--- config.mk ---
export PLATFORM = sky130hd
export DESIGN_NAME = lmtr_fifo
export DESIGN_NICKNAME = d
export VERILOG_FILES = /design/src/lmtr_pkg.sv /design/src/lmtr_fifo.sv
export SDC_FILE = /design/constraint.sdc
export NUM_CORES = 1
export LEC_CHECK = 0
export BUFFER_PORTS_ARGS = -buffer_cell sky130_fd_sc_hd__clkbuf_2
export CAP_MARGIN = 20
export CELL_PAD_IN_SITES_DETAIL_PLACEMENT = 1
export CELL_PAD_IN_SITES_GLOBAL_PLACEMENT = 1
export CORE_UTILIZATION = 51
export CTS_CLUSTER_DIAMETER = 200
export DETAILED_ROUTE_END_ITERATION = 10
export PLACE_DENSITY_LB_ADDON = 0.25
export SLEW_MARGIN = 20
export SYNTH_ARGS = -nofsm -noshare
export SYNTH_HDL_FRONTEND = slang
export SYNTH_SLANG_ARGS = --single-unit
--- constraint.sdc ---
create_clock -name clk -period 2.99 [get_ports clk]
set_clock_uncertainty 0.05 [all_clocks]
set_input_delay 0.1495 -clock clk [delete_from_list [all_inputs] [get_ports clk]]
set_output_delay 0.1495 -clock clk [all_outputs]
set_load 0.01 [all_outputs]
--- src/lmtr_pkg.sv ---
// Shared constants and codes of the peak and rms level meter.
package lmtr_pkg;

	typedef enum logic {
		OP_SAMPLE = 1'b0,
		OP_CLEAR  = 1'b1
	} op_t;

	localparam logic [0:0] REG_ATTACK  = 1'b0;
	localparam logic [0:0] REG_RELEASE = 1'b1;

	localparam int unsigned QDEPTH = 4;

	localparam logic [15:0] CLIP_THRESHOLD = 16'd32760;
	localparam logic [16:0] COEF_ONE       = 17'h10000;
	localparam logic [15:0] DB_FLOOR_MAG   = 16'd24576;
	localparam logic [18:0] DB_PER_OCTAVE  = 19'd394566;
	localparam logic [19:0] LOG2_FULL      = 20'hF0000;
	localparam logic [39:0] DB_ROUND       = 40'h800000;

endpackage

--- src/lmtr_fifo.sv ---
// Short queue of block records between the front end and the back end.
module lmtr_fifo #(
	parameter int unsigned W = 8
) (
	input  logic         clk,
	input  logic         arst_n,
	input  logic         push,
	input  logic [W-1:0] wdata,
	input  logic         pop,
	output logic [W-1:0] rdata,
	output logic         empty,
	output logic         nearly_full
);

	localparam int unsigned PW = $clog2(lmtr_pkg::QDEPTH);

	logic [W-1:0] mem_q [lmtr_pkg::QDEPTH];
	logic [PW-1:0] wp_q;
	logic [PW-1:0] rp_q;
	logic [PW:0]   lvl_q;

	always_ff @(posedge clk) begin
		if (push) begin
			mem_q[wp_q] <= wdata;
		end
	end

	always_ff @(posedge clk or negedge arst_n) begin
		if (!arst_n) begin
			wp_q  <= '0;
			rp_q  <= '0;
			lvl_q <= '0;
		end else begin
			if (push) begin
				wp_q <= wp_q + PW'(1);
			end
			if (pop) begin
				rp_q <= rp_q + PW'(1);
			end
			if (push && !pop) begin
				lvl_q <= lvl_q + (PW+1)'(1);
			end else if (pop && !push) begin
				lvl_q <= lvl_q - (PW+1)'(1);
			end
		end
	end

	assign rdata       = mem_q[rp_q];
	assign empty       = (lvl_q == '0);
	assign nearly_full = (lvl_q >= (PW+1)'(lmtr_pkg::QDEPTH - 1));

endmodule

==> impl_metrics.py <==
metrics = {
    "timing": {
        "rsz0062_at_grt": "false",
        "clock.fmax_ghz": 0.505,
        "relSlewSlack": 0.610,
        "hold_violations": 0,
        "fin_ws_ns": 1.01,
        "setup_tns_ns": 0,
        "holdWs_ns": 0.0444,
        "maxSlewViolCount": 0,
        "period_share": 0.662,
        "layout_min_cycle_time_ns": 1.98,
        "setup_viol": 0,
        "worst_slew_pin_slew_ns": 0.584,
    },
    "grt": {
        "grt_use_total": 0.186,
        "overflow": 0,
        "grt_pass1_vias": 864,
        "antenna_found_initial": 0,
        "grt_pass1_wl_microns": 4150,
        "grt_max_degree": 12,
    },
    "setup_path": {
        "r2r-start": "wp_q[0]$_DFFE_PN0P_",
        "start_kind": "flip-flop",
        "max_stage_delay_ns": 0.72,
        "ff2ff_setup_slack_ns": 1.50,
        "worstPathMaxFanout": 10,
        "cp.required_ns": 2.79,
        "critPathSlowestCell": "dfrtp_1",
        "crit_arrival_ns": 1.78,
        "path_cells": "mux4_2, clkbuf_2",
        "ff2ff_path_depth": 3,
        "worst-path-buf-inv": 1,
        "crit_type": "reg -> out",
        "crit_path_end_kind": "primary output",
        "r2r_end": "mem_q[0][4]$_DFFE_PP_",
        "critical-path-top-delay-family": "flip-flops",
    },
    "finish": {
        "diodes": 0,
        "final_common_cell": "edfxtp_1",
        "final_cell_mix": "32 x edfxtp_1, 21 x clkbuf_2, 10 x dlygate4sd3_1",
        "drive_gt1_frac": 0.310,
        "final_cell_count_no_fill": 144,
        "fin_nets": 130,
        "area_delta_synth_final_pct": 17.9,
    },
    "run_status": {
        "status": "finished with violations",
        "violations": "DRC",
    },
    "synth": {
        "synth_warnings": 0,
        "yosysTopAreaCellShare": 0.621,
        "ys_top_cells_by_area": "edfxtp_1 62%, mux4_2 12%, dfrtp_1 11%, ha_1 4.0%, xor2_1 2.3%",
        "synth.cell_area_sq_um": 1550,
        "synth.largest_area_cell": "edfxtp_1",
        "syn_avg_cell_area_sq_um": 20.4,
        "synth-seq-cells": 39,
        "synthCells": 76,
        "ys_seq_area_frac": 0.734,
        "syn_nets": 94,
        "synth_cell_types": 17,
    },
    "floorplan": {
        "dieHeight_microns": 57.1,
        "start_util": 0.552,
        "fp.coreArea_sq_um": 2810,
        "dieArea_sq_um": 3260,
        "die_x_microns": 57.1,
        "rows": 19,
        "num_io_pins": 22,
    },
    "route": {
        "wirelength_met1_microns": 1000,
        "drt_first_iter_violations": 12,
        "drc": 2,
        "via_per_inst": 5.45,
        "drt-total-wl_microns": 2550,
        "ant_nets": 0,
        "route.met2.wl_microns": 1380,
        "vias": 785,
        "firstDrtPassIters": 7,
        "wl_per_cell_microns": 17.7,
        "routed.top_layer": "met4",
        "dr_wl_met3_microns": 117,
    },
    "pwr": {
        "totalPowerFinal_mw": 1.57,
        "p_leak_nw": 0.699,
        "powerDensity_nw_per_um2": 861,
        "ir_drop_uv": 439,
    },
    "clock_tree": {
        "cts_resized": 0,
        "insertion_delay_ns": 0.33,
        "cts_buffer_depth": 2,
        "numCtsBuffers": 5,
        "cts.sinks": 39,
        "cts_setup_buffers": 0,
        "cts_tree": "yes",
        "cts-root-buf": "clkbuf_4",
        "postCtsHoldBufs": 10,
        "cts.clk_slew.worst_paths_ns": 0.10,
        "htree_levels": 2,
    },
    "run": {
        "drv_cap": 0,
    },
    "placement": {
        "routabilityCongestion": 0.762,
        "dp_cells": 126,
        "io_buffers": 21,
        "pre_cts_ws_ns": 1.32,
        "dp_hpwl_microns": 1810,
    },
    "min_path": {
        "hold_start": "push",
        "hp-class": "in -> reg",
        "hold_depth": 2,
        "hold_end": "wp_q[0]$_DFFE_PN0P_",
    },
}
metal layers:
metal  track usage  up-vias
li1              -      362
met1         0.217      396
met2         0.311       21
met3        0.0590        6
met4        0.0941        0
met5             0        -
per-stage QoR:
stage               area (sq um)  utilization
detailed placement          1680        0.597
finish                      1820        0.650
CTS                         1820        0.650
global placement            1680        0.597
global route                1820        0.650
floorplan                   1550            -
worst max-delay path by stage:
stage	startpoint	end	slack, ns	depth (start not counted)
after floorplan	lvl_q[0]$_DFFE_PN0P_	lvl_q[2]$_DFFE_PN0P_	1.64	4
after global placement	rp_q[0]$_DFFE_PN0P_	rdata[1]	1.35	2
after detailed placement	rp_q[0]$_DFFE_PN0P_	rdata[1]	1.32	2
after CTS	rp_q[0]$_DFFE_PN0P_	rdata[1]	0.95	2
after global routing	rp_q[0]$_DFFE_PN0P_	rdata[1]	0.87	2
final	rp_q[0]$_DFFE_PN0P_	rdata[1]	1.01	2
logic make-up after synthesis:
| logic type | synth area share |
|---|---|
| AO/OA/AOI/OAI | 0.00808 |
| XOR/XNOR | 0.0340 |
| adder cells (fa/ha/maj) | 0.0534 |
| buffers and inverters | 0.0202 |
| flip-flops | 0.734 |
| multiplexers | 0.124 |
| AND/OR/NAND/NOR | 0.0267 |
worst register-to-register path, cell delays in order, from the launching register on:
cell     delay, ns
dfrtp_1       0.44
inv_1         0.10
ha_1          0.15
and2_1        0.39
layout make-up:
| type | count | area (sq um) |
|---|---|---|
| flip-flops and latches | 39 | 1140 |
| fillers | 253 | 981 |
| multi-input cells | 31 | 380 |
| repair buffers | 31 | 205 |
| clock buffers | 8 | 48.8 |
| well taps | 31 | 38.8 |
| inverters | 4 | 15.0 |
sequential cells by signal, indices dropped and copies added (netlist names):
signal	flops
lvl_q	3
mem_q	32
rp_q	2
wp_q	2
cell usage after synthesis:
library cell  number
edfxtp_1          32
mux4_2             8
dfrtp_1            7
ha_1               5
and2_1             4
inv_1              4
xor2_1             4
nand2_1            2
xnor2_1            2
a21o_1             1
buf_2              1
buf_6              1
fa_1               1
mux2_2             1
nor2_1             1
nor3_1             1
o21ai_0            1
report_power, final:
group	internal (mW)	switching, mW	total [mW]
combinational	0.254	0.218	0.471
clock	0.0938	0.153	0.247
sequential	0.727	0.125	0.852
total	1.07	0.496	1.57
Power figures use the tool's default switching activity.
