**src/lmtr_pkg.sv**
```systemverilog
// Shared constants and codes of the peak and rms level meter.
package lmtr_pkg;

	typedef enum logic {
		OP_SAMPLE = 1'b0,
		OP_CLEAR  = 1'b1
	} op_t;

	localparam logic [0:0] REG_ATTACK  = 1'b0;
	localparam logic [0:0] REG_RELEASE = 1'b1;

	localparam int unsigned QDEPTH = 4;

	localparam logic [15:0] CLIP_THRESHOLD = 16'd32760;
	localparam logic [16:0] COEF_ONE       = 17'h10000;
	localparam logic [15:0] DB_FLOOR_MAG   = 16'd24576;
	localparam logic [18:0] DB_PER_OCTAVE  = 19'd394566;
	localparam logic [19:0] LOG2_FULL      = 20'hF0000;
	localparam logic [39:0] DB_ROUND       = 40'h800000;

endpackage

```
**src/lmtr_back.sv**
```systemverilog
// Back end: mean, square root, smoothing, dB conversion and the result register.
module lmtr_back #(
	parameter int unsigned CW = 13,
	parameter int unsigned SW = 44
) (
	input  logic               clk,
	input  logic               arst_n,
	input  logic               wr_en,
	input  logic [0:0]         wr_index,
	input  logic [16:0]        wr_data,
	input  logic               q_empty,
	output logic               q_pop,
	input  logic               rec_clear,
	input  logic [15:0]        rec_peak,
	input  logic [SW-1:0]      rec_sum,
	input  logic [CW-1:0]      rec_count,
	input  logic [CW-1:0]      rec_clips,
	input  logic               pop,
	output logic               empty,
	output logic [15:0]        smoothed_peak,
	output logic [15:0]        smoothed_rms,
	output logic signed [15:0] peak_decibels,
	output logic signed [15:0] rms_decibels,
	output logic               clipping,
	output logic [12:0]        block_clip_count,
	output logic [15:0]        peak_hold,
	output logic [31:0]        clip_total
);

	localparam int unsigned STPW = $clog2(SW + 1);

	typedef enum logic [8:0] {
		ST_IDLE = 9'b000000001,
		ST_DIV  = 9'b000000010,
		ST_SQRT = 9'b000000100,
		ST_SMTH = 9'b000001000,
		ST_DBI  = 9'b000010000,
		ST_DBS  = 9'b000100000,
		ST_DBM  = 9'b001000000,
		ST_DBF  = 9'b010000000,
		ST_EMIT = 9'b100000000
	} state_t;

	state_t            state_q;
	logic [16:0]       att_q;
	logic [16:0]       rel_q;
	logic [15:0]       pk_lvl_q;
	logic [15:0]       rms_lvl_q;
	logic [15:0]       hold_q;
	logic [31:0]       acc_q;
	logic [15:0]       blk_peak_q;
	logic [CW-1:0]     blk_clips_q;
	logic [CW-1:0]     div_cnt_q;
	logic [CW-1:0]     rem_q;
	logic [SW-1:0]     quo_q;
	logic [STPW-1:0]   stp_q;
	logic [17:0]       sq_rem_q;
	logic [15:0]       root_q;
	logic [2:0]        ph_q;
	logic [32:0]       prod_a_q;
	logic [32:0]       prod_b_q;
	logic              db_rms_q;
	logic [3:0]        dbe_q;
	logic [30:0]       dbx_q;
	logic [15:0]       frac_q;
	logic [38:0]       dbp_q;
	logic [15:0]       pk_db_q;
	logic [15:0]       rms_db_q;
	logic              o_valid_q;

	logic [CW:0]       trial;
	logic              div_ge;
	logic [19:0]       sq_cur;
	logic [19:0]       sq_trial;
	logic              sq_ge;
	logic              sel_rms;
	logic [15:0]       sm_old;
	logic [15:0]       sm_lvl;
	logic [16:0]       c_raw;
	logic [16:0]       c_sat;
	logic [32:0]       mul_a;
	logic [32:0]       mul_b;
	logic [33:0]       sm_sum;
	logic [15:0]       sm_new;
	logic [32:0]       clip_sum;
	logic [15:0]       db_v;
	logic [3:0]        db_e;
	logic [30:0]       db_x;
	logic [61:0]       db_sq;
	logic [31:0]       db_t;
	logic [19:0]       db_m;
	logic [39:0]       db_r;
	logic [15:0]       db_p;
	logic [15:0]       db_cap;
	logic [15:0]       db_out;
	logic              load;

	assign trial  = {rem_q, quo_q[SW-1]};
	assign div_ge = (trial >= {1'b0, div_cnt_q});

	assign sq_cur   = {sq_rem_q, quo_q[31:30]};
	assign sq_trial = {2'b00, root_q, 2'b01};
	assign sq_ge    = (sq_cur >= sq_trial);

	assign sel_rms = (ph_q >= 3'd3);
	assign sm_old  = sel_rms ? rms_lvl_q : pk_lvl_q;
	assign sm_lvl  = sel_rms ? root_q : blk_peak_q;
	assign c_raw   = (sm_lvl > sm_old) ? att_q : rel_q;
	assign c_sat   = (c_raw > lmtr_pkg::COEF_ONE) ? lmtr_pkg::COEF_ONE : c_raw;
	assign mul_a   = {17'b0, sm_old} * {16'b0, 17'(lmtr_pkg::COEF_ONE - c_sat)};
	assign mul_b   = {17'b0, sm_lvl} * {16'b0, c_sat};
	assign sm_sum  = {1'b0, prod_a_q} + {1'b0, prod_b_q} + 34'd32768;
	assign sm_new  = sm_sum[31:16];

	assign clip_sum = {1'b0, acc_q} + 33'(blk_clips_q);

	assign db_v = db_rms_q ? rms_lvl_q : pk_lvl_q;

	always_comb begin
		db_e = '0;
		for (int i = 0; i < 16; i++) begin
			if (db_v[i]) begin
				db_e = 4'(i);
			end
		end
	end

	assign db_x   = 31'({15'b0, db_v} << (5'd30 - {1'b0, db_e}));
	assign db_sq  = {31'b0, dbx_q} * {31'b0, dbx_q};
	assign db_t   = db_sq[61:30];
	assign db_m   = lmtr_pkg::LOG2_FULL - {dbe_q, frac_q};
	assign db_r   = {1'b0, dbp_q} + lmtr_pkg::DB_ROUND;
	assign db_p   = db_r[39:24];
	assign db_cap = (db_p > lmtr_pkg::DB_FLOOR_MAG) ? lmtr_pkg::DB_FLOOR_MAG : db_p;
	assign db_out = 16'(~db_cap + 16'd1);

	assign q_pop = (state_q == ST_IDLE) && !q_empty;
	assign load  = (state_q == ST_EMIT) && (!o_valid_q || pop);

	always_ff @(posedge clk or negedge arst_n) begin
		if (!arst_n) begin
			att_q <= lmtr_pkg::COEF_ONE;
			rel_q <= lmtr_pkg::COEF_ONE;
		end else if (wr_en) begin
			unique case (wr_index)
				lmtr_pkg::REG_ATTACK:  att_q <= wr_data;
				lmtr_pkg::REG_RELEASE: rel_q <= wr_data;
				default: ;
			endcase
		end
	end

	always_ff @(posedge clk or negedge arst_n) begin
		if (!arst_n) begin
			state_q   <= ST_IDLE;
			pk_lvl_q  <= '0;
			rms_lvl_q <= '0;
			hold_q    <= '0;
			acc_q     <= '0;
			stp_q     <= '0;
			ph_q      <= '0;
			db_rms_q  <= 1'b0;
		end else begin
			unique case (state_q)
				ST_IDLE: begin
					if (!q_empty) begin
						if (rec_clear) begin
							pk_lvl_q  <= '0;
							rms_lvl_q <= '0;
							hold_q    <= '0;
							acc_q     <= '0;
						end else begin
							stp_q   <= STPW'(SW);
							state_q <= ST_DIV;
						end
					end
				end
				ST_DIV: begin
					stp_q <= stp_q - STPW'(1);
					if (stp_q == STPW'(1)) begin
						stp_q   <= STPW'(16);
						state_q <= ST_SQRT;
					end
				end
				ST_SQRT: begin
					stp_q <= stp_q - STPW'(1);
					if (stp_q == STPW'(1)) begin
						ph_q    <= '0;
						state_q <= ST_SMTH;
					end
				end
				ST_SMTH: begin
					ph_q <= ph_q + 3'd1;
					if (ph_q == 3'd2) begin
						pk_lvl_q <= sm_new;
					end
					if (ph_q == 3'd5) begin
						rms_lvl_q <= sm_new;
						hold_q    <= (blk_peak_q > hold_q) ? blk_peak_q : hold_q;
						acc_q     <= clip_sum[32] ? '1 : clip_sum[31:0];
						db_rms_q  <= 1'b0;
						state_q   <= ST_DBI;
					end
				end
				ST_DBI: begin
					if (db_v == '0) begin
						db_rms_q <= 1'b1;
						state_q  <= db_rms_q ? ST_EMIT : ST_DBI;
					end else begin
						stp_q   <= STPW'(16);
						state_q <= ST_DBS;
					end
				end
				ST_DBS: begin
					stp_q <= stp_q - STPW'(1);
					if (stp_q == STPW'(1)) begin
						state_q <= ST_DBM;
					end
				end
				ST_DBM: begin
					state_q <= ST_DBF;
				end
				ST_DBF: begin
					db_rms_q <= 1'b1;
					state_q  <= db_rms_q ? ST_EMIT : ST_DBI;
				end
				ST_EMIT: begin
					if (load) begin
						state_q <= ST_IDLE;
					end
				end
				default: state_q <= ST_IDLE;
			endcase
		end
	end

	always_ff @(posedge clk) begin
		if (q_pop) begin
			blk_peak_q  <= rec_peak;
			blk_clips_q <= rec_clips;
			div_cnt_q   <= rec_count;
			rem_q       <= '0;
			quo_q       <= rec_sum;
		end
		if (state_q == ST_DIV) begin
			rem_q <= div_ge ? CW'(trial - {1'b0, div_cnt_q}) : trial[CW-1:0];
			quo_q <= {quo_q[SW-2:0], div_ge};
			if (stp_q == STPW'(1)) begin
				sq_rem_q <= '0;
				root_q   <= '0;
			end
		end
		if (state_q == ST_SQRT) begin
			sq_rem_q <= sq_ge ? 18'(sq_cur - sq_trial) : sq_cur[17:0];
			root_q   <= {root_q[14:0], sq_ge};
			quo_q    <= quo_q << 2;
		end
		if (state_q == ST_SMTH) begin
			if (ph_q == 3'd0 || ph_q == 3'd3) begin
				prod_a_q <= mul_a;
			end
			if (ph_q == 3'd1 || ph_q == 3'd4) begin
				prod_b_q <= mul_b;
			end
		end
		if (state_q == ST_DBI) begin
			dbe_q  <= db_e;
			dbx_q  <= db_x;
			frac_q <= '0;
			if (db_v == '0) begin
				if (db_rms_q) begin
					rms_db_q <= 16'(~lmtr_pkg::DB_FLOOR_MAG + 16'd1);
				end else begin
					pk_db_q <= 16'(~lmtr_pkg::DB_FLOOR_MAG + 16'd1);
				end
			end
		end
		if (state_q == ST_DBS) begin
			dbx_q  <= db_t[31] ? db_t[31:1] : db_t[30:0];
			frac_q <= {frac_q[14:0], db_t[31]};
		end
		if (state_q == ST_DBM) begin
			dbp_q <= {19'b0, db_m} * {20'b0, lmtr_pkg::DB_PER_OCTAVE};
		end
		if (state_q == ST_DBF) begin
			if (db_rms_q) begin
				rms_db_q <= db_out;
			end else begin
				pk_db_q <= db_out;
			end
		end
		if (load) begin
			smoothed_peak    <= pk_lvl_q;
			smoothed_rms     <= rms_lvl_q;
			peak_decibels    <= pk_db_q;
			rms_decibels     <= rms_db_q;
			clipping         <= (blk_clips_q != '0);
			block_clip_count <= 13'(blk_clips_q);
			peak_hold        <= hold_q;
			clip_total       <= acc_q;
		end
	end

	always_ff @(posedge clk or negedge arst_n) begin
		if (!arst_n) begin
			o_valid_q <= 1'b0;
		end else if (load) begin
			o_valid_q <= 1'b1;
		end else if (pop) begin
			o_valid_q <= 1'b0;
		end
	end

	assign empty = !o_valid_q;

endmodule

```
**config.mk**
```make
export PLATFORM = sky130hd
export DESIGN_NAME = lmtr_back
export DESIGN_NICKNAME = d
export VERILOG_FILES = /design/src/lmtr_pkg.sv /design/src/lmtr_back.sv
export SDC_FILE = /design/constraint.sdc
export NUM_CORES = 2
export LEC_CHECK = 0
export CORE_MARGIN = 3
export CORE_UTILIZATION = 61
export CTS_CLUSTER_DIAMETER = 200
export DETAILED_ROUTE_END_ITERATION = 10
export DONT_BUFFER_PORTS = 1
export GPL_ROUTABILITY_DRIVEN = 0
export PLACE_DENSITY = 0.77
export SLEW_MARGIN = 20
export SYNTH_ARGS = -nofsm -noshare
export SYNTH_HDL_FRONTEND = slang
export SYNTH_SLANG_ARGS = --single-unit
export TNS_END_PERCENT = 10
```
**constraint.sdc**
```tcl
create_clock -name clk -period 13.6 [get_ports clk]
set_input_delay 2.04 -clock clk [delete_from_list [all_inputs] [get_ports clk]]
set_output_delay 2.04 -clock clk [all_outputs]
set_load 0.02 [all_outputs]
```
==> metrics.md <==
| Metric | Value |
|---|---|
| FP Rows | 129 |
| CTS Hold Bufs | 0 |
| Num Clock Sinks | 556 |
| Routed length per placed instance | 21.8 um |
| Hold Path Class | reg2reg |
| Worst ir drop on vdd | 0.000745 V |
| Total congestion overflow | 0 |
| Mean Syn Cell Area | 9.72 um^2 |
| Cell variety after synth | 95 |
| Worst setup path start | ph_q[0] |
| Die Area | 130000 um^2 |
| Die Ht | 360 um |
| Max Cap Violations | 0 |
| Asr flop ratio synth | 0.241 |
| Vias per inst | 5.91 |
| RSZ-0062 raised after global routing | false |
| Max_slew headroom | 0.318 |
| Worst Skew | 0.0715 ns |
| Critical Path Sink | prod_a_q[30] |
| Critical Path Start Type | register |
| WL final | 207 mm |
| Largest net degree at the start of global routing | 135 |
| CTS root buffer | clkbuf_16 |
| First DRT Iteration DRCs | 5740 |
| Post-synth EDFFs | 388 |
| Setup TNS | 0 ns |
| Top cells by count, synth | inv_1 (1710), fa_1 (1231), nand2_1 (822) |
| Slowest stage cell, crit path | a21oi_1 |
| Yosys top cell by area | fa_1 |
| # DRC | 0 |
| Crit path kind | reg2reg |
| Nets | 9906 |
| Ratio of final minimum period to clock period | 0.961 |
| Core Box Area | 124000 um^2 |
| Vias in the first global route | 59049 |
| Crit Path Max Fanout | 23 |
| R2R Path End | prod_a_q[30] |
| Final Critical Period | 13.06 ns |
| Syn Std Cell Area | 76600 um^2 |
| Fmax | 76.5 MHz |
| Share of layout cells above drive strength 1 | 0.0481 |
| H-Tree Depth | 2 |
| Register area | 15700 um^2 |
| CP peak stage delay | 0.71 ns |
| Met2 WL | 94.1 mm |
| FF-to-FF setup slack | 0.54 ns |
| WP data arrival | 13.47 ns |
| Area grow syn2layout | 5.34% |
| P_leak | 39.9 nW |
| DRT met1 WL | 79.2 mm |
| Status | completed |
| PortBufs | 0 |
| P per Cell Area | 193 nW/um^2 |
| Yosys reg bits | 556 |
| Worst slack, placed | 0.920 ns |
| Multi-input logic area | 53500 um^2 |
| FF-to-FF path depth | 44 |
| Slew Limit Fails | 0 |
| CTS Buffer Depth | 3 |
| Worst Tran Pin Value | 1.02 ns |
| Initial Util | 0.617 |
| Clock buffer count from CTS | 57 |
| First-pass DRT Iterations | 7 |
| Initial antenna violation count | 19 |
| Dominant cells by area after synthesis | fa_1 (32%), edfxtp_1 (15%), ha_1 (13%) |
| Post-CTS setup buffers | 0 |
| # resized after CTS | 0 |
| Ports | 238 |
| Worst setup EP type | register |
| Synth warn | 0 |
| Seq/Total Area, Yosys | 0.205 |
| Post-DRT Antenna Nets | 0 |
| Predominant post-synthesis flop cell | edfxtp_1 |
| First-pass GRT wire length | 327 mm |
| Register clock-pin slew on the reported worst setup and hold paths | 0.07 ns |
| GRT Total Usage | 0.323 |
| Final setup fails | 0 |
| Chip Width | 360 um |
| CTS tree | built |
| Routed via count | 56131 |
| Final hold viol count | 0 |
| Worst-Skew Late Latency | 0.68 ns |
| Tot Pwr | 15.6 mW |
| Setup WS post-layout | 0.535 ns |
| Mapped Nets | 9997 |
| Top sig layer | met5 |
| Synth top area share | 0.322 |
| Crit path top cell by count | ha_1 |
| FILL cells | 9549 |
| Most frequent cell after synthesis | inv_1 |
| Data required time of the worst path | 14.01 ns |
| RR Startpoint | ph_q[0] |
| Mapped Cells | 7875 |
| Met3 WL | 23.0 mm |
| Hpwl dp | 165 mm |
-- registers in the layout (all words and copies together) (netlist names), 17 cells and up --
register and count:
sq_rem_q 18, quo_q 44, rel_q 17, prod_a_q 32, att_q 17, acc_q 32, prod_b_q 32, dbx_q 31
clip_total 32
-- layout make-up --
cell class                 count  area share
clock buffer                  72      0.0195
tap                         1637      0.0254
sequential                   556       0.195
inverter                    1724      0.0802
timing repair buffer         111      0.0103
multi-input combinational   5334       0.664
clock inverter                36     0.00546
antenna                       29    0.000900
-- power breakdown --
group	switching (mW)	internal (mW)	total [mW]
clock	0.739	0.932	1.67
combinational	7.17	4.21	11.4
sequential	0.116	2.40	2.51
-- per-layer routing --
layer	track usage	vias to the layer above
li1	-	24624
met1	0.425	27988
met2	0.507	2877
met3	0.0836	638
met4	0.147	4
met5	0	-
-- placed cells by master, fill, tap and decap left out, types with 23 or more instances in the layout --
cell type,n
nor2_1,552
ha_1,781
xnor2_1,163
clkbuf_16,58
dfxtp_1,34
mux2_2,69
a21o_1,95
buf_4,111
nor2b_1,46
nand4_1,44
nand2b_1,51
a21oi_1,203
o21a_1,35
edfxtp_1,388
or2_2,37
inv_1,1710
nor4_1,25
xor2_1,69
a211oi_1,34
nand3_1,54
nor3_1,73
o21ai_0,263
mux2i_1,136
diode_2,29
o21bai_1,23
dfrtp_1,130
and2_1,209
fa_1,1231
nand2_1,820
-- worst max-delay path: cells and delay by family (launching register included) --
kind	cells	cell delay, ns
simple gates	8	1.33
fa+ha+maj	11	4.21
xor+xnor	1	0.08
buf+inv	8	1.34
compound gates	16	5.31
flops	1	0.46
-- through the flow --
stage	hold WS [ns]	instance area, um^2	instances	utilization
6_report	0.426	80700	9499	0.650
3_3_place_gp	0.415	78500	9362	0.633
5_1_grt	0.430	80700	9497	0.650
4_1_cts	0.430	80600	9470	0.649
3_5_place_dp	0.419	78500	9362	0.633
2_1_floorplan	0.408	76600	7875	-
-- worst min-delay path by stage --
stage / slack [ns] / from / cells past startpoint / to
detailed placement: 0.42 / rms_db_q[1] / 0 / rms_decibels[1]
CTS: 0.43 / rms_db_q[11] / 0 / rms_decibels[11]
global route: 0.43 / rms_db_q[11] / 0 / rms_decibels[11]
floorplan: 0.41 / pk_db_q[0] / 0 / peak_decibels[0]
finish: 0.43 / hold_q[5] / 0 / peak_hold[5]
global placement: 0.41 / rms_db_q[15] / 0 / rms_decibels[15]
-- kinds of logic (layout without fill, tap and decap cells) --
group,Yosys count,in the layout,synth area share
DFF,556,556,0.205
AOI/OAI and AO/OA,855,855,0.0707
muxes,213,213,0.0295
and+or+nand+nor,2012,2012,0.119
buffers and inverters,1985,1943,0.0982
adders and majority gates,2012,2012,0.449
xor gates and xnor gates,242,242,0.0287
other,0,29,0
No activity file was read; power rests on OpenSTA's default activity.
